==> src/hw/rtl/knn_pkg.sv <==
// Shared types and constants for the k-nearest-neighbor search block.
`default_nettype none

package knn_pkg;

    // Number of parallel scan lanes; entries are interleaved across them.
    localparam int LANES = 4;
    localparam int LANE_W = 2;

    // Width of a neighbor count, enough for k up to 63.
    localparam int K_CNT_W = 6;

    // Cycles from the last scan read until every lane list holds its final value.
    localparam int DRAIN_CYCLES = 3;
    localparam int DRAIN_W = 2;

    // Fixed field widths of the ports.
    localparam int KIND_W = 2;
    localparam int FEAT_IN_W = 8;
    localparam int IDX_OUT_W = 8;
    localparam int DIST_OUT_W = 18;
    localparam int CFG_W = 4;

    // Request kinds on the input channel.
    typedef enum logic [KIND_W-1:0] {
        KIND_CLEAR = 2'd0,
        KIND_LOAD  = 2'd1,
        KIND_QUERY = 2'd2
    } knn_kind_t;

    // Sequencer states.
    typedef enum logic [1:0] {
        ST_IDLE,
        ST_SCAN,
        ST_DRAIN,
        ST_MERGE
    } knn_state_t;

    // Command from the sequencer to the merging stage.
    typedef struct packed {
        logic               start;
        logic               empty;
        logic [K_CNT_W-1:0] filled;
    } knn_merge_cmd_t;

endpackage

`default_nettype wire

==> src/hw/rtl/knn_lane.sv <==
// One scan lane: a bank of stored points, a distance pipeline and a sorted best list.
`default_nettype none

module knn_lane #(
    parameter int MAX_K      = 8,
    parameter int FEAT_BITS  = 8,
    parameter int BANK_DEPTH = 64,
    parameter int ADDR_W     = 6,
    parameter int LANE_ID    = 0
) (
    input  wire logic                                   aclk,
    input  wire logic                                   aresetn,
    input  wire logic                                   wr_en,
    input  wire logic [ADDR_W-1:0]                      wr_addr,
    input  wire logic [3*FEAT_BITS-1:0]                 wr_point,
    input  wire logic                                   rd_en,
    input  wire logic [ADDR_W-1:0]                      rd_addr,
    input  wire logic [3*FEAT_BITS-1:0]                 query,
    input  wire logic [knn_pkg::K_CNT_W-1:0]            k,
    input  wire logic                                   clear,
    input  wire logic                                   pop,
    output logic                                        head_valid,
    output logic [2*FEAT_BITS+1:0]                      head_dist,
    output logic [ADDR_W+knn_pkg::LANE_W-1:0]           head_idx
);
    import knn_pkg::*;

    localparam int DIST_W = 2 * FEAT_BITS + 2;
    localparam int SQ_W   = 2 * FEAT_BITS;
    localparam int EIDX_W = ADDR_W + LANE_W;

    // Point bank.
    logic [3*FEAT_BITS-1:0] bank [BANK_DEPTH];

    // Pipeline registers.
    logic [3*FEAT_BITS-1:0] rd_data_reg;
    logic                   s1_valid_reg;
    logic [ADDR_W-1:0]      s1_row_reg;
    logic [SQ_W-1:0]        sq_reg [3];
    logic [SQ_W-1:0]        sq_next [3];
    logic                   s2_valid_reg;
    logic [ADDR_W-1:0]      s2_row_reg;
    logic [DIST_W-1:0]      s3_dist_reg;
    logic                   s3_valid_reg;
    logic [ADDR_W-1:0]      s3_row_reg;

    // Sorted best list, slot 0 nearest.
    logic                   list_valid_reg [MAX_K];
    logic                   list_valid_next [MAX_K];
    logic [DIST_W-1:0]      list_dist_reg [MAX_K];
    logic [DIST_W-1:0]      list_dist_next [MAX_K];
    logic [EIDX_W-1:0]      list_idx_reg [MAX_K];
    logic [EIDX_W-1:0]      list_idx_next [MAX_K];
    logic                   take [MAX_K];
    logic                   take_prev [MAX_K];
    logic [EIDX_W-1:0]      cand_idx;

    // Bank write and registered read.
    always_ff @(posedge aclk) begin
        if (wr_en) begin
            bank[wr_addr] <= wr_point;
        end
        if (rd_en) begin
            rd_data_reg <= bank[rd_addr];
        end
    end

    // Squared coordinate differences.
    always_comb begin
        logic [FEAT_BITS-1:0] qa;
        logic [FEAT_BITS-1:0] pa;
        logic [FEAT_BITS-1:0] diff;
        for (int j = 0; j < 3; j++) begin
            qa   = query[(3-j)*FEAT_BITS-1 -: FEAT_BITS];
            pa   = rd_data_reg[(3-j)*FEAT_BITS-1 -: FEAT_BITS];
            diff = (qa >= pa) ? (qa - pa) : (pa - qa);
            sq_next[j] = SQ_W'(diff) * SQ_W'(diff);
        end
    end

    // Distance pipeline payload.
    always_ff @(posedge aclk) begin
        s1_row_reg <= rd_addr;
        for (int j = 0; j < 3; j++) begin
            sq_reg[j] <= sq_next[j];
        end
        s2_row_reg  <= s1_row_reg;
        s3_dist_reg <= DIST_W'(sq_reg[0]) + DIST_W'(sq_reg[1]) + DIST_W'(sq_reg[2]);
        s3_row_reg  <= s2_row_reg;
    end

    // Distance pipeline valid bits.
    always_ff @(posedge aclk) begin
        if (!aresetn) begin
            s1_valid_reg <= 1'b0;
            s2_valid_reg <= 1'b0;
            s3_valid_reg <= 1'b0;
        end else begin
            s1_valid_reg <= rd_en;
            s2_valid_reg <= s1_valid_reg;
            s3_valid_reg <= s2_valid_reg;
        end
    end

    // Slots that the new candidate displaces; a strict compare keeps earlier ties ahead.
    assign cand_idx = {s3_row_reg, LANE_W'(LANE_ID)};

    always_comb begin
        for (int p = 0; p < MAX_K; p++) begin
            take[p] = (K_CNT_W'(p) < k) &&
                      (!list_valid_reg[p] || (list_dist_reg[p] > s3_dist_reg));
        end
        take_prev[0] = 1'b0;
        for (int p = 1; p < MAX_K; p++) begin
            take_prev[p] = take[p-1];
        end
    end

    // List update: clear, pop to the merging stage, or insert a candidate.
    always_comb begin
        for (int p = 0; p < MAX_K; p++) begin
            list_valid_next[p] = list_valid_reg[p];
            list_dist_next[p]  = list_dist_reg[p];
            list_idx_next[p]   = list_idx_reg[p];
        end
        if (clear) begin
            for (int p = 0; p < MAX_K; p++) begin
                list_valid_next[p] = 1'b0;
            end
        end else if (pop) begin
            for (int p = 0; p < MAX_K - 1; p++) begin
                list_valid_next[p] = list_valid_reg[p+1];
                list_dist_next[p]  = list_dist_reg[p+1];
                list_idx_next[p]   = list_idx_reg[p+1];
            end
            list_valid_next[MAX_K-1] = 1'b0;
        end else if (s3_valid_reg) begin
            for (int p = 1; p < MAX_K; p++) begin
                if (take[p] && take_prev[p]) begin
                    list_valid_next[p] = list_valid_reg[p-1];
                    list_dist_next[p]  = list_dist_reg[p-1];
                    list_idx_next[p]   = list_idx_reg[p-1];
                end
            end
            for (int p = 0; p < MAX_K; p++) begin
                if (take[p] && !take_prev[p]) begin
                    list_valid_next[p] = 1'b1;
                    list_dist_next[p]  = s3_dist_reg;
                    list_idx_next[p]   = cand_idx;
                end
            end
        end
    end

    always_ff @(posedge aclk) begin
        if (!aresetn) begin
            for (int p = 0; p < MAX_K; p++) begin
                list_valid_reg[p] <= 1'b0;
            end
        end else begin
            for (int p = 0; p < MAX_K; p++) begin
                list_valid_reg[p] <= list_valid_next[p];
            end
        end
    end

    always_ff @(posedge aclk) begin
        for (int p = 0; p < MAX_K; p++) begin
            list_dist_reg[p] <= list_dist_next[p];
            list_idx_reg[p]  <= list_idx_next[p];
        end
    end

    // Head of the list goes to the merging stage.
    assign head_valid = list_valid_reg[0];
    assign head_dist  = list_dist_reg[0];
    assign head_idx   = list_idx_reg[0];

endmodule

`default_nettype wire

==> config.mk <==
export PLATFORM = sky130hd
export DESIGN_NAME = knn_lane
export DESIGN_NICKNAME = d
export VERILOG_FILES = /design/src/hw/rtl/knn_pkg.sv /design/src/hw/rtl/knn_lane.sv
export SDC_FILE = /design/constraint.sdc
export NUM_CORES = 2
export LEC_CHECK = 0
export ABC_AREA = 1
export BUFFER_PORTS_ARGS = -buffer_cell sky130_fd_sc_hd__buf_2
export CAP_MARGIN = 20
export CORE_UTILIZATION = 45
export CTS_CLUSTER_SIZE = 20
export DETAILED_ROUTE_END_ITERATION = 7
export SYNTH_ARGS = -nofsm -noshare
export SYNTH_HDL_FRONTEND = slang
export SYNTH_SLANG_ARGS = --single-unit
==> constraint.sdc <==
create_clock -name aclk -period 7.7 [get_ports aclk]
set_clock_uncertainty 0.15 [all_clocks]
set_input_delay 1.54 -clock aclk [delete_from_list [all_inputs] [get_ports aclk]]
set_output_delay 1.54 -clock aclk [all_outputs]
set_load 0.02 [all_outputs]
==> key figures <==
Setup path
  – Crit-path max FO: 7
  – CP Launch Type: input pin
  – Data required, critical path: 8.31 ns
  – Slowest cell on the critical path: fa_1
  – CP endpoint kind: register
  – Crit path buffers/inverters: 7
  – CP arrival: 7.00 ns
  – Setup Crit Path Kind: in -> reg
  – Crit path max-delay family: adder cells
  – CP max stage delay: 0.58 ns

Synth
  – Yosys warns: 0
  – Async SR Flop Fraction: 0
  – Mapped Area: 85700 µm²
  – Seq cells post-synth: 1860
  – Register area share after synthesis: 0.641
  – Mapped Avg Cell Area: 11.1 µm²
  – Top FF cell, synth: edfxtp_1
  – Netlist cell types: 56
  – Post-synth EDFFs: 1769
  – Mapped Cells: 7720

STA
  – Slew Viols, Final: 0
  – Highest clock rate: 156 MHz
  – Fin crit share: 0.831
  – TNS Setup: 0 ns
  – Minimum clock period: 6.40 ns
  – Hold Slack: 0.176 ns
  – RSZ-0062 raised after global routing: false
  – Tightest Pin Transition: 1.14 ns
  – Post-route setup slack: 1.30 ns
  – Final-report hold violation count: 0
  – # setup viols final: 0
  – Relative max-transition margin: 0.239

Die
  – Die Span X: 438 µm
  – Die area: 192000 µm²
  – Top-level I/O count: 99
  – Die Ht: 438 µm
  – Core Area: 188000 µm²
  – Starting Density: 0.455
  – Row count: 159

Power
  – LEAKAGE: 0.0349 µW
  – Power density cells: 329 nW/µm²
  – Maximum VDD drop: 456 µV
  – Total Power: 31200 µW

Cells and area
  – Synth-to-Final Area Change: 10.8%
  – Final nets: 8174
  – Most common cell after layout, fill and taps aside: edfxtp_1
  – Largest register FFs: 1536
  – Fill cells: 16600
  – Fraction of layout cells with a size suffix above 1: 0.0805
  – Most frequent cells in the layout: edfxtp_1, nand2_1, nor2_1

Placement
  – Post-DP HPWL: 140000 µm
  – IO buf count: 98
  – Pre-CTS setup slack: 0.449 ns
  – RD Place Congestion: 0.872

GRT
  – GRT Residual Overflow: 0
  – Vias in the first global route: 58000
  – Total Routing Usage GR: 0.249
  – Antenna violations before repair: 16
  – First-pass GRT wire length: 362000 µm
  – Largest net degree at the start of global routing: 138

Drt
  – WL final: 243000 µm
  – Pre-antenna DRT Iters: 6
  – Drt wl/cell: 23.4 µm
  – DRC: 0
  – Post-DRT Antenna Nets: 0
  – Vias: 59900
  – Routed vias/inst: 5.77
  – 1st-iter DRT viols: 6633

Job
  – Max-cap viol count: 0

Clock tree
  – CTS Sinks: 1860
  – Clock latency on the worst-skew pair: 0.85 ns
  – Post-CTS Setup Bufs: 0
  – Total CTS buffers: 193
  – Post-CTS sizing: 0
  – CTS root buf: clkbuf_16
  – Clk slew on worst S/H paths: 0.06 ns
  – CTS tree: built
  – Clock Path Buffers: 3
  – H-tree lvl count: 4
  – Hold buffers post-CTS: 0

Status
  – Status: complete, no violations

Worst hold path
  – Worst Hold Class: reg -> reg
power by group:
part           internal (µW)  total [µW]  switching [µW]
registers              11600       11800             247
logic                   3960       10700            6700
clock network           4850        8780            3940
total                  20400       31200           10900
final timing paths:
kind              slack (ns)  cells past startpoint             from       endpoint
setup reg to reg        1.54                     24  rd_data_reg[10]  sq_reg[0][30]
setup / recovery        1.30                     26        query[10]  sq_reg[0][30]
hold / removal          0.18                      0    s2_row_reg[2]  s3_row_reg[2]
hold reg to reg         0.18                      0    s2_row_reg[2]  s3_row_reg[2]
routing by layer:
metal	routed length, µm	vias up	share of wire	global-route usage
li1	-	27400	-	-
met1	104000	29700	0.43	0.350
met2	112000	2414	0.46	0.393
met3	19300	408	0.080	0.0409
met4	7460	8	0.031	0.0844
met5	66	-	0.00027	0
synthesized netlist by cell type (44+ instances only):
cell / count / area share
o211ai_1: 84 / 0.0074
edfxtp_1: 1769 / 0.62
o22ai_1: 385 / 0.028
nand2_1: 1173 / 0.051
xor2_1: 64 / 0.0065
nor2_1: 1095 / 0.048
o21ai_0: 1002 / 0.059
buf_2: 91 / 0.0053
clkbuf_1: 314 / 0.014
ha_1: 292 / 0.043
inv_1: 437 / 0.019
nand3_1: 306 / 0.018
a21oi_1: 173 / 0.010
nand4_1: 44 / 0.0032
dfxtp_1: 91 / 0.021
o21ai_1: 54 / 0.0032
fa_1: 95 / 0.022
cell type report:
class	instances	area, µm²	area share
well taps	2495	3120	0.0329
repair buffers	255	1930	0.0204
flip-flops and latches	1860	54900	0.579
multi-input cells	4953	27300	0.288
inverters	452	1730	0.0182
clock inverters	108	736	0.00775
diodes	6	15.0	0.000158
clock buffers	248	5140	0.0541
cell families (layout without fill, tap and decap cells):
logic type | Yosys count | in the layout | share of synthesized area
multiplexers | 1 | 1 | 0.000117
other | 1 | 9 | 0.0000438
adder cells (fa/ha/maj) | 387 | 387 | 0.0649
AND/OR/NAND/NOR | 2677 | 2677 | 0.125
buffers and inverters | 909 | 1063 | 0.0427
AO/OA/AOI/OAI | 1796 | 1796 | 0.117
XOR/XNOR | 89 | 89 | 0.00927
flip-flops | 1860 | 1860 | 0.641
through the flow:
step / utilization / cell area (µm²) / cells
2_1_floorplan: - / 85700 / 7722
3_3_place_gp: 0.472 / 89000 / 10000
3_5_place_dp: 0.472 / 89000 / 10000
5_1_grt: 0.504 / 94900 / 10400
4_1_cts: 0.503 / 94900 / 10400
6_report: 0.504 / 94900 / 10400
worst register-to-register path, cell delays in order (launching register included):
cell	delay (ns)
edfxtp_1	0.52
ha_1	0.47
nand2_1	0.11
o21ai_0	0.45
a21oi_1	0.15
xor2_1	0.17
nand2_1	0.07
nand2_1	0.15
inv_1	0.22
nand2_1	0.12
fa_1	0.58
inv_1	0.10
fa_1	0.50
fa_1	0.50
inv_1	0.05
fa_1	0.47
inv_1	0.04
ha_1	0.33
nand2_1	0.08
o21ai_0	0.17
a21oi_1	0.09
inv_1	0.08
nand2_1	0.06
o31ai_1	0.24
xor2_1	0.20
(Power assumes the default switching activity.)
