[config.mk]
export PLATFORM = sky130hd
export DESIGN_NAME = knn_merge
export DESIGN_NICKNAME = d
export VERILOG_FILES = /design/src/hw/rtl/knn_pkg.sv /design/src/hw/rtl/knn_merge.sv
export SDC_FILE = /design/constraint.sdc
export NUM_CORES = 1
export LEC_CHECK = 0
export ABC_AREA = 1
export BUFFER_PORTS_ARGS = -buffer_cell sky130_fd_sc_hd__buf_4
export CORE_MARGIN = 4
export CORE_UTILIZATION = 52
export CTS_CLUSTER_DIAMETER = 60
export DETAILED_ROUTE_END_ITERATION = 8
export PLACE_DENSITY = 0.83
export SYNTH_ARGS = -nofsm -noshare
export SYNTH_HDL_FRONTEND = slang
export SYNTH_SLANG_ARGS = --single-unit
[constraint.sdc]
create_clock -name aclk -period 8.8 [get_ports aclk]
set_input_delay 1.76 -clock aclk [delete_from_list [all_inputs] [get_ports aclk]]
set_output_delay 1.76 -clock aclk [all_outputs]
set_load 0.01 [all_outputs]
[src/hw/rtl/knn_pkg.sv]
// Shared types and constants for the k-nearest-neighbor search block.
`default_nettype none

package knn_pkg;

    // Number of parallel scan lanes; entries are interleaved across them.
    localparam int LANES = 4;
    localparam int LANE_W = 2;

    // Width of a neighbor count, enough for k up to 63.
    localparam int K_CNT_W = 6;

    // Cycles from the last scan read until every lane list holds its final value.
    localparam int DRAIN_CYCLES = 3;
    localparam int DRAIN_W = 2;

    // Fixed field widths of the ports.
    localparam int KIND_W = 2;
    localparam int FEAT_IN_W = 8;
    localparam int IDX_OUT_W = 8;
    localparam int DIST_OUT_W = 18;
    localparam int CFG_W = 4;

    // Request kinds on the input channel.
    typedef enum logic [KIND_W-1:0] {
        KIND_CLEAR = 2'd0,
        KIND_LOAD  = 2'd1,
        KIND_QUERY = 2'd2
    } knn_kind_t;

    // Sequencer states.
    typedef enum logic [1:0] {
        ST_IDLE,
        ST_SCAN,
        ST_DRAIN,
        ST_MERGE
    } knn_state_t;

    // Command from the sequencer to the merging stage.
    typedef struct packed {
        logic               start;
        logic               empty;
        logic [K_CNT_W-1:0] filled;
    } knn_merge_cmd_t;

endpackage

`default_nettype wire

[src/hw/rtl/knn_merge.sv]
// Merging stage: picks the nearest lane head each step and holds the result register.
`default_nettype none

module knn_merge #(
    parameter int DIST_W = 18,
    parameter int EIDX_W = 8
) (
    input  wire logic                                   aclk,
    input  wire logic                                   aresetn,
    input  wire knn_pkg::knn_merge_cmd_t                cmd,
    input  wire logic                                   head_valid [knn_pkg::LANES],
    input  wire logic [DIST_W-1:0]                      head_dist [knn_pkg::LANES],
    input  wire logic [EIDX_W-1:0]                      head_idx [knn_pkg::LANES],
    output logic                                        pop [knn_pkg::LANES],
    output logic                                        busy,
    input  wire logic                                   m_ready,
    output logic                                        m_valid,
    output logic                                        m_found,
    output logic [knn_pkg::IDX_OUT_W-1:0]               m_entry_index,
    output logic [knn_pkg::DIST_OUT_W-1:0]              m_distance_sq,
    output logic                                        m_last
);
    import knn_pkg::*;

    logic               busy_reg;
    logic               busy_next;
    logic               empty_reg;
    logic [K_CNT_W-1:0] filled_reg;
    logic [K_CNT_W-1:0] sent_reg;
    logic [K_CNT_W-1:0] sent_next;
    logic               m_valid_reg;
    logic               m_valid_next;
    logic               m_found_reg;
    logic [IDX_OUT_W-1:0]  m_index_reg;
    logic [DIST_OUT_W-1:0] m_dist_reg;
    logic               m_last_reg;
    logic               step;
    logic               is_last;
    logic [LANE_W-1:0]  win;
    logic [DIST_W-1:0]  win_dist;
    logic [EIDX_W-1:0]  win_idx;

    // Nearest head across lanes; lower index wins a tie.
    always_comb begin
        logic found_any;
        found_any = 1'b0;
        win       = '0;
        win_dist  = head_dist[0];
        win_idx   = head_idx[0];
        for (int l = 0; l < LANES; l++) begin
            if (head_valid[l] && (!found_any || (head_dist[l] < win_dist) ||
                    ((head_dist[l] == win_dist) && (head_idx[l] < win_idx)))) begin
                found_any = 1'b1;
                win       = LANE_W'(l);
                win_dist  = head_dist[l];
                win_idx   = head_idx[l];
            end
        end
    end

    // While busy, a step fills the result register whenever it is free or being emptied.
    assign step    = busy_reg && (!m_valid_reg || m_ready);
    assign is_last = empty_reg || ((sent_reg + K_CNT_W'(1)) == filled_reg);

    always_comb begin
        for (int l = 0; l < LANES; l++) begin
            pop[l] = step && !empty_reg && (win == LANE_W'(l));
        end
    end

    // Control next values.
    always_comb begin
        busy_next    = busy_reg;
        sent_next    = sent_reg;
        m_valid_next = m_valid_reg;
        if (m_valid_reg && m_ready) begin
            m_valid_next = 1'b0;
        end
        if (cmd.start) begin
            busy_next = 1'b1;
            sent_next = '0;
        end else if (step) begin
            m_valid_next = 1'b1;
            sent_next    = sent_reg + K_CNT_W'(1);
            if (is_last) begin
                busy_next = 1'b0;
            end
        end
    end

    always_ff @(posedge aclk) begin
        if (!aresetn) begin
            busy_reg    <= 1'b0;
            sent_reg    <= '0;
            m_valid_reg <= 1'b0;
        end else begin
            busy_reg    <= busy_next;
            sent_reg    <= sent_next;
            m_valid_reg <= m_valid_next;
        end
    end

    // Command payload and result register.
    always_ff @(posedge aclk) begin
        if (cmd.start) begin
            empty_reg  <= cmd.empty;
            filled_reg <= cmd.filled;
        end
        if (step) begin
            m_found_reg <= !empty_reg;
            m_index_reg <= empty_reg ? '0 : IDX_OUT_W'(win_idx);
            m_dist_reg  <= empty_reg ? '0 : DIST_OUT_W'(win_dist);
            m_last_reg  <= is_last;
        end
    end

    assign busy          = busy_reg;
    assign m_valid       = m_valid_reg;
    assign m_found       = m_found_reg;
    assign m_entry_index = m_index_reg;
    assign m_distance_sq = m_dist_reg;
    assign m_last        = m_last_reg;

endmodule

`default_nettype wire

==> results of run 1 <==
## repair_timing
action,CTS,global route
setup endpoints to repair,2,4
pin swaps,0,14
resized for setup,5,31
setup buffers,0,8
cloned,0,2
## where the power goes
part	leakage [nW]	total (mW)	switching [mW]	internal, mW
Combinational	2.66	0.325	0.180	0.145
Clock	0.0600	0.152	0.0699	0.0819
Sequential	0.403	0.246	0.00608	0.240
Total	3.12	0.724	0.256	0.468
## worst max-delay path, delay by kind of cell
| family | cells | cell delay (ps) |
|---|---|---|
| simple gates | 24 | 3110 |
| fa+ha+maj | 3 | 960 |
| compound gates | 2 | 240 |
| buf+inv | 5 | 580 |
## cell usage in the layout (no fill, tap or decap), types with 2 or more instances in the layout
cell	instances
nor2_1	66
xor2_1	5
clkbuf_8	6
o21ai_2	4
edfxtp_1	35
o211ai_1	2
inv_2	2
ha_1	76
or2_2	3
xnor2_1	3
inv_1	66
o21ai_0	46
nand2_4	4
nand3_2	2
o221a_2	2
nand2_2	4
nand4_1	9
nand2_8	2
nand2_1	174
a21o_1	2
nand3b_1	6
nand3_1	12
o221ai_1	2
a21boi_0	6
nor2_2	4
o21ai_1	15
a21oi_1	31
buf_4	168
dfxtp_1	8
a21oi_2	2
## through the flow
stage,hold slack (ps),setup WS (ps)
4_1_cts,516,32.0
6_report,519,349
2_1_floorplan,469,665
3_3_place_gp,487,51.9
3_5_place_dp,495,-48.3
5_1_grt,532,-37.5
## how the worst max path moves through the flow
stage | slack (ps) | end
after floorplan | 660 | pop[2]
after global placement | 50 | pop[2]
after detailed placement | -50 | pop[2]
after CTS | 30 | pop[2]
after global routing | -40 | pop[2]
final | 350 | pop[2]
## kinds of logic (layout without fill, tap and decap cells)
family | after synthesis | count (layout) | synth area share
simple gates | 288 | 290 | 0.273
compound gates | 114 | 114 | 0.141
buf+inv | 87 | 246 | 0.0797
fa+ha+maj | 76 | 76 | 0.216
flops | 43 | 43 | 0.275
xor+xnor | 8 | 8 | 0.0159
## metal layers
metal | GRT usage | part of all wire
met5 | 0 | 0
met4 | 0.0964 | 0.038
met3 | 0.0382 | 0.074
met2 | 0.426 | 0.47
met1 | 0.305 | 0.42
## layout make-up
class,instances,area share
repair buffers,170,0.217
clock buffers,7,0.0181
inverters,68,0.0429
flip-flops and latches,43,0.203
clock inverters,1,0.00147
multi-input cells,488,0.495
well taps,105,0.0221
==> results.toml, run 1 <==
[run_status]
status = "complete, no violations"

[die]
coreArea_sq_um = 8220
io_pins = 153
dieWidth_um = 100
die-area_sq_um = 10000
row_count = 33
fp.dieH_um = 100
initial_utilization = 0.537

[clock_network]
cts_tree = "yes"
clk_pin_slew_worst_paths_ps = 90
htree_levels = 2
cts.sinks = 43
root_buffer = "clkbuf_8"
clkLatencyLatePin_ps = 300
cts_buffers = 5
ctsHoldBuffers = 0
cts.path.max_buffers = 2

[logic_synthesis]
synth_common_cells = "174 x nand2_1, 76 x ha_1, 70 x nor2_1"
syn_inst = 616
synth_seq_area_share = 0.275
synth_most_common_cell = "nand2_1"
syn_nets = 811
syn_area_sq_um = 4410
ys_types = 33
synth.area.top_cells = "edfxtp_1 24%, ha_1 22%, nand2_1 15%"
synth_seq_cells = 43
synth-edff-count = 35
synth-main-ff-cell = "edfxtp_1"
synth_area_per_cell_sq_um = 7.16
yosys.area.top_type = "edfxtp_1"
synth_top_area_share = 0.238
ys_async_sr_fraction = 0
synth_warnings = 0

[route]
routedWlPerCell_um = 14.3
first_pass_iters = 5
post_drt_via_cell_ratio = 5.23
antenna_left = 0
route.detailed.drc = 0
dr_total_vias = 4612
drt_iter0_drc = 171
drt_wl_total_um = 12600

[critical_path]
critPathCaptureType = "output pin"
crit_start = "head_dist[49]"
slowest_stage = "ha_1"
path_class = "in2out"
critPathMaxStageDelay_ps = 340
reg2reg_slack_ps = 6800
start_kind = "input port"
rr_startpoint = "sent_reg[0]"
worst_ep_arrival_time_ps = 6690
required_ps = 7040
reg2reg_depth = 9
path_max_fanout = 15
crit_path_frequent_cell = "nand2_1"
r2r-end = "busy"

[layout]
fin_nets = 971
drive_gt1_frac = 0.272
largest_register_ffs = 18
diodes = 0
fill_cells = 661
postLayoutCoreUtil = 0.725
layout.cells.non_filler = 882
stdcell_area_sq_um = 5950
seqCellArea_sq_um = 1210
multiInputGateArea_sq_um = 2950
syn_to_final_growth_pct = 35.0

[hold_path]
holdPathEnd = "m_valid"
hold_start = "busy"
hp-class = "reg2reg"
hold_path_depth = 2

[power_and_ir_drop]
powerDensity_nw_per_um2 = 122
power_mw = 0.724
p_leak_nw = 3.12
irDropWorstVdd_v = 0.0000644

[place]
placed_area_sq_um = 5670
placed_cells = 864
io_buffers = 152
dp_hpwl_um = 10600
place_congestion = 0.943

[timing]
setup_viol = 0
fmax_mhz = 118
relSlewSlack = 0.671
finalHoldViolations = 0
finClkSkew_ps = 13.4
timing.final.crit_share = 0.960
tightest_slew_ps = 492
period_minus_slack_ps = 8450
slew_violations = 0
final.setup.tns_ps = 0

[grt]
grt.overflow.total = 0
grt_util_all_layers = 0.245
grt_pass1_wl_um = 20100
antenna_found_initial = 0
grt_pass1_vias = 4516
grt_max_degree = 41

[run]
maxCapViolCount = 0
(Power assumes the default switching activity.)
==> inputs of run 2 (changes only) <==
- HOLD_SLACK_MARGIN: default -> 0.08
- clock period: 8.8 -> 9.4 ns (I/O delays scaled with it)
==> run 2 against run 1 <==
  * Clock skew rose by 0.98 ps
  * Critical path depth rose by 5
  * Cell count is 1.4% lower
  * Global-route usage decreased by 0.75 points
==> results.toml, run 2 (synthesis results as in run 1) <==
[timing]
finClkSkew_ps = 14.4
period_minus_slack_ps = 9040
setup_viol = 0
relSlewSlack = 0.334
slew_violations = 0
tightest_slew_ps = 997
fmax_mhz = 111
layout_setup_ws_ps = 361
timing.final.crit_share = 0.962
finalHoldViolations = 0

[route]
first_pass_iters = 5
dr_total_vias = 4638
route.detailed.drc = 0
post_drt_via_cell_ratio = 5.33
routed-wl-met2_um = 5940
wl_met1_um = 5120
wl_met3_um = 998
top_layer_used = "met4"
drt_iter0_drc = 260
drt_wl_total_um = 12500
antenna_left = 0
routedWlPerCell_um = 14.4

[critical_path]
r2r-end = "busy"
path_buf_inv = 7
rr_startpoint = "sent_reg[0]"
path_max_fanout = 33
start_kind = "input port"
path_delay_family = "compound AO/OA/AOI/OAI gates"
reg2reg_depth = 9
path_class = "in2out"
required_ps = 7520
critPathCaptureType = "output pin"
worst_ep_arrival_time_ps = 7160
slowest_stage = "ha_1"
reg2reg_slack_ps = 7360
critPathMaxStageDelay_ps = 360

[die]
row_count = 33
dieWidth_um = 100
initial_utilization = 0.537
fp.dieH_um = 100
io_pins = 153
die-area_sq_um = 10000
coreArea_sq_um = 8220

[clock_network]
cts_buffers = 5
root_buffer = "clkbuf_8"
cts.path.max_buffers = 2
clkLatencyLatePin_ps = 300
cts.sinks = 43
clk_pin_slew_worst_paths_ps = 90
ctsHoldBuffers = 0
htree_levels = 2
cts_tree = "yes"

[run_status]
status = "complete, no violations"

[layout]
fin_nets = 959
layout.cells.non_filler = 870
final_common_cell = "nand2_1"
drive_gt1_frac = 0.250
stdcell_area_sq_um = 5810
largest_register_ffs = 18
diodes = 0
fill_cells = 671
layout_common_cells = "174 x nand2_1, 158 x buf_4, 76 x ha_1"
syn_to_final_growth_pct = 31.8

[power_and_ir_drop]
powerDensity_nw_per_um2 = 112
clkPwrFrac = 0.194
p_comb_frac = 0.451
p_switching_mw = 0.238
irDropWorstVdd_v = 0.0000582
switching_share = 0.367
internal-power_mw = 0.411
seqPwrFrac = 0.355
p_leak_nw = 3.04
power_mw = 0.650

[place]
io_buffers = 152
placed_cells = 857
dp_hpwl_um = 10300
place_congestion = 0.917
post-place-ws_ps = 47.0
placed_area_sq_um = 5620

[hold_path]
holdPathEnd = "sent_reg[0]"
hold_start = "sent_reg[0]"
hold_path_depth = 1
hp-class = "reg2reg"

[grt]
grt.overflow.total = 0
grt_pass1_wl_um = 19400
grt_pass1_vias = 4320
grt_util_all_layers = 0.238
grt_max_degree = 42
antenna_found_initial = 0

[run]
maxCapViolCount = 0
==> run 2: cell count changes in the layout (fill, tap and decap cells not counted), moves of 2 or more <==
| cell | previous run | this run |
|---|---|---|
| buf_4 | 168 | 158 |
| nand3_2 | 2 | 0 |
| o21ai_2 | 4 | 0 |
| o21ai_0 | 46 | 54 |
| o21ai_1 | 15 | 11 |
==> run 2: final cells by class <==
class	instances	area, sq um	area share
Inverter	68	255	0.0439
Tap cell	105	131	0.0226
Multi-Input combinational cell	488	2930	0.504
Clock inverter	2	15.0	0.00258
Timing Repair Buffer	158	1190	0.204
Sequential cell	43	1210	0.208
Clock buffer	6	82.6	0.0142
==> run 2: worst max path at each step <==
stage / endpoint / slack [ps] / startpoint / cells past startpoint
finish: pop[3] / 360 / head_dist[67] / 39
global route: pop[3] / -40 / head_dist[67] / 40
CTS: pop[2] / 8 / head_dist[67] / 39
detailed placement: pop[2] / 50 / head_dist[67] / 39
global placement: pop[2] / 90 / head_dist[63] / 38
floorplan: pop[2] / 1020 / head_dist[63] / 40
==> run 2: power groups by stage <==
stage                     clock network (mW)  registers, mW  logic (mW)
after floorplan                            0          0.240       0.169
after global placement                     0          0.235       0.263
after detailed placement                   0          0.235       0.276
after CTS                              0.127          0.231       0.278
after global routing                   0.135          0.232       0.331
final                                  0.126          0.231       0.293
==> run 2: worst register-to-register path, stage by stage, from the launching register on <==
cell and delay, ps:
dfxtp_1 420, ha_1 290, xnor2_1 200, nand2_1 70, a21oi_1 120, o211ai_1 110
o41ai_1 460, nand2_1 100, a21oi_1 140, nor2_1 50
==> run 2: through the flow <==
step | setup TNS (ps) | hold slack, ps | util
floorplan | 0 | 469 | -
global placement | 0 | 488 | 0.684
detailed placement | 0 | 518 | 0.684
CTS | 0 | 534 | 0.695
global route | -57.8 | 577 | 0.707
finish | 0 | 531 | 0.707
==> run 2: layer usage <==
metal	vias up	track usage
met5	-	0
met4	0	0.0902
met3	33	0.0347
met2	209	0.413
met1	2038	0.298
li1	2358	-
==> run 2: what timing repair did <==
item                       4_1_cts  5_1_grt
gates resized for setup          0       20
setup endpoints to repair        0        4
setup buffers                    0        3
